$ cat src/rtl/r2fft_ram.sv
// r2fft_ram: generic single-write, single-read ram with registered read
// no dependencies
module r2fft_ram #(
	parameter int Width = 23,
	parameter int Depth = 64
) (
	input  logic                     clk,
	input  logic                     we,
	input  logic [$clog2(Depth)-1:0] waddr,
	input  logic [Width-1:0]         wdata,
	input  logic [$clog2(Depth)-1:0] raddr,
	output logic [Width-1:0]         rdata
);
	logic [Width-1:0] mem [Depth];

	always_ff @(posedge clk) begin
		if (we) mem[waddr] <= wdata;
		rdata <= mem[raddr];
	end
endmodule

$ cat config.mk
export PLATFORM = sky130hd
export DESIGN_NAME = r2fft_ram
export DESIGN_NICKNAME = d
export VERILOG_FILES = /design/src/rtl/r2fft_ram.sv
export SDC_FILE = /design/constraint.sdc
export NUM_CORES = 1
export LEC_CHECK = 0
export BUFFER_PORTS_ARGS = -buffer_cell sky130_fd_sc_hd__buf_2
export CAP_MARGIN = 20
export CORE_MARGIN = 2
export CORE_UTILIZATION = 55
export CTS_CLUSTER_SIZE = 14
export DETAILED_ROUTE_END_ITERATION = 7
export PLACE_DENSITY = 0.68
export SKIP_LAST_GASP = 1
export SLEW_MARGIN = 20
export SYNTH_ARGS = -nofsm -noshare
export SYNTH_HDL_FRONTEND = slang
export SYNTH_SLANG_ARGS = --single-unit
$ cat constraint.sdc
create_clock -name clk -period 7.4 [get_ports clk]
set_clock_uncertainty 0.1 [all_clocks]
set_input_delay 0.37 -clock clk [delete_from_list [all_inputs] [get_ports clk]]
set_output_delay 0.37 -clock clk [all_outputs]
set_load 0.005 [all_outputs]
[Yosys cells after proc, flatten, opt, wreduce, memory -nomap -nowiden]
Memories as Yosys holds them, arrays and structs flattened. A register that Yosys moved wholly into a read port is not among the register bits.
Cells that the tools add are included.
Operators by class
  multiplexer cells: 2
Operators with widths (number)
  2-to-1 mux 1 bit: 2
Storage, ports and cells
  memories: 1
  bits in registers: 0
  logic and storage cells: 3
  memory bits (writable): 1472
Memories
  mem: depth 64, bits a word 23, read ports 1, clocked after memory_dff 1, write ports 1, RTL line 14  | logic [Width-1:0] mem [Depth];

[Longest topological paths before layout]
  word-level depth: 2
  depth in mapped cells: 9
  gate-level depth less buffers: 5

[Worst setup path before layout]
No wires, ideal clock.
  path kind: input port to flip-flop
  from: input waddr[3]
  to: memory mem[48][0] (enable)
  stages: 4
  buffers on the path: 1
  library setup time: 432 ps
  arrival: 2496 ps
  data required time: 6868 ps
  setup slack: 4372 ps
  path through: clkbuf_1 nor2b_1 nand4b_1 nor3_1
RTL lines
  start: declaration: RTL line 9  | input logic [$clog2(Depth)-1:0] waddr,
  end: declaration: RTL line 14
Straight into the memory's write port.

==> summary.md <==
| Metric | Value |
|---|---|
| Status | finished, final reports clean |
| Fin. max-slew vios | 0 |
| CP Cell Sequence | buf_8, buf_12, mux4_2, a22o_1, a221oi_1, a211oi_1 |
| Global Route Usage Sum | 0.2545 |
| Slew of the pin with the lowest slew margin | 997.5 ps |
| CTS Root Cell | clkbuf_16 |
| IO Pins | 60 |
| Final Net Count | between 2,000 and 3,000 |
| Setup TNS Final | 0 ps |
| # DRC | 0 |
| Bufs and invs on worst path | 2 |
| RSZ-0062 raised after global routing | false |
| TritonCTS clock tree | done |
| RR Endpoint | rdata[4] |
| Setup WS pre-CTS | between 3000 and 4000 ps |
| Slowest cell on crit path | a221oi_1 |
| Synth Net Count | between 2,000 and 2,500 |
| Vias | 26,771 |
| Initial antenna violation count | 9 |
| CP top delay family | buffers and inverters |
| Non-Filler Instances | 4,116 |
| Post-CTS Setup Bufs | 0 |
| Hold path start | wdata[15] |
| Cell variety after synth | 37 |
| Worst Hold Class | in -> reg |
| Pwr Density | around 280 mW/mm² |
| Die H | about 330 µm |
| Finished layout cell area | approximately 0.064 mm² |
| YS warnings | 0 |
| Data required, critical path | roughly 8000 ps |
| Die area | ~0.11 mm² |
| Avg Vias per Cell | between 6 and 7 |
| Crit-path max FO | 103 |
| Hold EP | mem[36][15] |
| Slew HR | 0.3343 |
| Shortest period the worst path allows | about 3300 ps |
| Port Buf Inserts | 59 |
| P&R area growth vs syn | 12.59% |
| CP arrival | 3750 ps |
| Synthesized area per cell | 23.19 µm² |
| CTS sink cnt | approximately 1,500 |
| Die Span X | roughly 330 µm |
| Setup ws final | approximately 4100 ps |
| Worst Reg-to-Reg Cells | 4 |
| Syn Inst Count | 2,446 |
| Setup crit end kind | register |
| Placed cells | about 3,800 |
| Synth Register Bits | approximately 1,500 |
| Layout cells sized above 1 | 0.2990 |
| Post-layout util | 0.6259 |
| Hold depth | 1 |
| Final WL | between 100,000 and 150,000 µm |
| H-tree Lvls | 4 |
| WS Path Type | in -> reg |
| CTS resizes | 0 |
| Slowest stage delay, CP | 760 ps |
| Core area | 0.1020 mm² |
| # hold bufs at CTS | 0 |
| Clock Latency Late Sink | 760 ps |
| Dpl hpwl | approximately 72,000 µm |
| Post-Place Cell Area | between 0.05 and 0.06 mm² |
| # setup viols final | 0 |
| WL/cell | about 32 µm |
| Reg clk slew, reported paths | around 60 ps |
| Grt total ovfl | 0 |
| Peak supply drop | 0.1949 mV |
| Fillers | ~6,800 |
| Startpoint types | primary input |
| First-pass GRT wire length | between 150,000 and 200,000 µm |
| Site row count | about 120 |
| Reg2Reg Launch Point | mem[0][4] |
| Mapped Area | 0.05672 mm² |
| Highest clock rate | 0.3058 GHz |
| Final GP Congestion | roughly 0.85 |
| Drt pass-1 iters | 6 |
| Max-cap viol count | 0 |
| Starting Density | 0.5559 |
| Vias in the first global route | 27,260 |
| FF-to-FF setup slack | around 4700 ps |
| Largest net degree at the start of global routing | roughly 120 |
| ANT nets after route | 0 |
| TritonCTS buffer count | 149 |
| Final period util | 0.4419 |
| DR iter-0 viols | approximately 3,600 |
| Endpoints failing hold | 0 |
| Leakage power | between 20 and 25 nW |
| Largest buffer count on any clock path | 3 |
| Register area share after synthesis | 0.7874 |
==> how the worst max path moves through the flow <==
stage | from | end | depth (start not counted)
2_1_floorplan | waddr[3] | mem[48][0] | 4
3_3_place_gp | raddr[0] | rdata[16] | 7
3_5_place_dp | raddr[0] | rdata[0] | 6
4_1_cts | raddr[0] | rdata[0] | 6
5_1_grt | raddr[0] | rdata[21] | 6
6_report | raddr[0] | rdata[21] | 6
==> cells by family (layout without fill, tap and decap cells) <==
group,Yosys count,in the layout,share of synthesized area
other cells,0,9,0
flops,1495,1495,0.7874
mux,453,453,0.1614
buf+inv,135,428,0.01284
compound gates,186,186,0.02374
simple gates,177,177,0.01458
==> through the flow <==
step	hold WS [ps]	total power, mW
final	62.32	17.63
after CTS	8.727	17.73
after floorplan	368.9	10.03
after detailed placement	659.6	10.41
after global routing	64.12	18.13
after global placement	658.6	10.38
==> cells in the mapped netlist <==
| cell type | n | area share |
|---|---|---|
| a211o_1 | 5 | 0.00077 |
| a211oi_1 | 15 | 0.0020 |
| a21o_1 | 1 | 0.00013 |
| a21oi_1 | 23 | 0.0020 |
| a221oi_1 | 22 | 0.0034 |
| a22o_1 | 23 | 0.0036 |
| a22oi_1 | 49 | 0.0065 |
| and2_1 | 4 | 0.00044 |
| and3_1 | 4 | 0.00044 |
| buf_1 | 6 | 0.00040 |
| buf_2 | 18 | 0.0016 |
| buf_4 | 41 | 0.0054 |
| buf_6 | 6 | 0.0012 |
| clkbuf_1 | 64 | 0.0042 |
| dfxtp_1 | 23 | 0.0081 |
| edfxtp_1 | 1472 | 0.78 |
| mux2_2 | 14 | 0.0028 |
| mux2i_1 | 71 | 0.013 |
| mux4_2 | 368 | 0.15 |
| nand2_1 | 23 | 0.0015 |
| nand2b_1 | 4 | 0.00044 |
| nand3_1 | 28 | 0.0025 |
| nand3b_1 | 7 | 0.00093 |
| nand4_1 | 2 | 0.00022 |
| nand4b_1 | 1 | 0.00015 |
| nor2_1 | 78 | 0.0052 |
| nor2b_1 | 12 | 0.0013 |
| nor3_1 | 8 | 0.00071 |
| nor3b_1 | 1 | 0.00013 |
| o21ai_0 | 21 | 0.0019 |
| o21ai_1 | 5 | 0.00044 |
| o221ai_1 | 11 | 0.0017 |
| o22ai_1 | 7 | 0.00077 |
| o32ai_1 | 4 | 0.00062 |
| or2_2 | 1 | 0.00011 |
| or3_1 | 2 | 0.00022 |
| or3b_2 | 2 | 0.00031 |
==> worst register-to-register path, stage by stage (launching register included) <==
cell and delay, ps:
edfxtp_1 360, mux4_2 500, mux4_2 540, o221ai_1 790, o21ai_1 240
==> routing by layer <==
| layer | up-vias | share of wire | track usage |
|---|---|---|---|
| met5 | - | 0.00057 | 0 |
| met4 | 12 | 0.024 | 0.07609 |
| met2 | 1409 | 0.47 | 0.3819 |
| li1 | 10839 | - | - |
| met3 | 182 | 0.11 | 0.07135 |
| met1 | 14329 | 0.40 | 0.3702 |
==> report_power, final <==
group	switching, mW	leakage [nW]	internal (mW)
registers	0.0403	13.4	9.37
clock network	3.08	2.37	4.31
logic	0.519	4.23	0.299
total	3.64	20.0	14.0
==> area by class of cell <==
type	instances	area (µm²)	share of cell area
repair buffers	156	1124	0.01759
clock inverters	74	703.2	0.01101
diodes	9	22.52	0.0003527
multi-input cells	816	11520	0.1804
flip-flops and latches	1495	44660	0.6993
clock buffers	198	4121	0.06453
well taps	1368	1712	0.02680
==> placed cells by master (no fill, tap or decap), drive strengths merged, types with 5 or more instances in the layout <==
cell type / Yosys / final
diode: 0 / 9
o221ai: 11 / 11
mux2: 14 / 14
nand3: 28 / 28
a22oi: 49 / 49
mux2i: 71 / 71
nor2b: 12 / 12
edfxtp: 1472 / 1472
nor2: 78 / 78
bufinv: 0 / 11
a221oi: 22 / 22
o21ai: 26 / 26
a21oi: 23 / 23
a211oi: 15 / 15
nand2: 23 / 23
dfxtp: 23 / 23
buf: 71 / 156
clkbuf: 64 / 198
mux4: 368 / 368
nor3: 8 / 8
a211o: 5 / 5
nand3b: 7 / 7
o22ai: 7 / 7
a22o: 23 / 23
clkinv: 0 / 59
==> flip-flops by register name, indices dropped and copies added (netlist names) <==
signal  cells
mem      1472
rdata      23
Power figures use the tool's default switching activity.
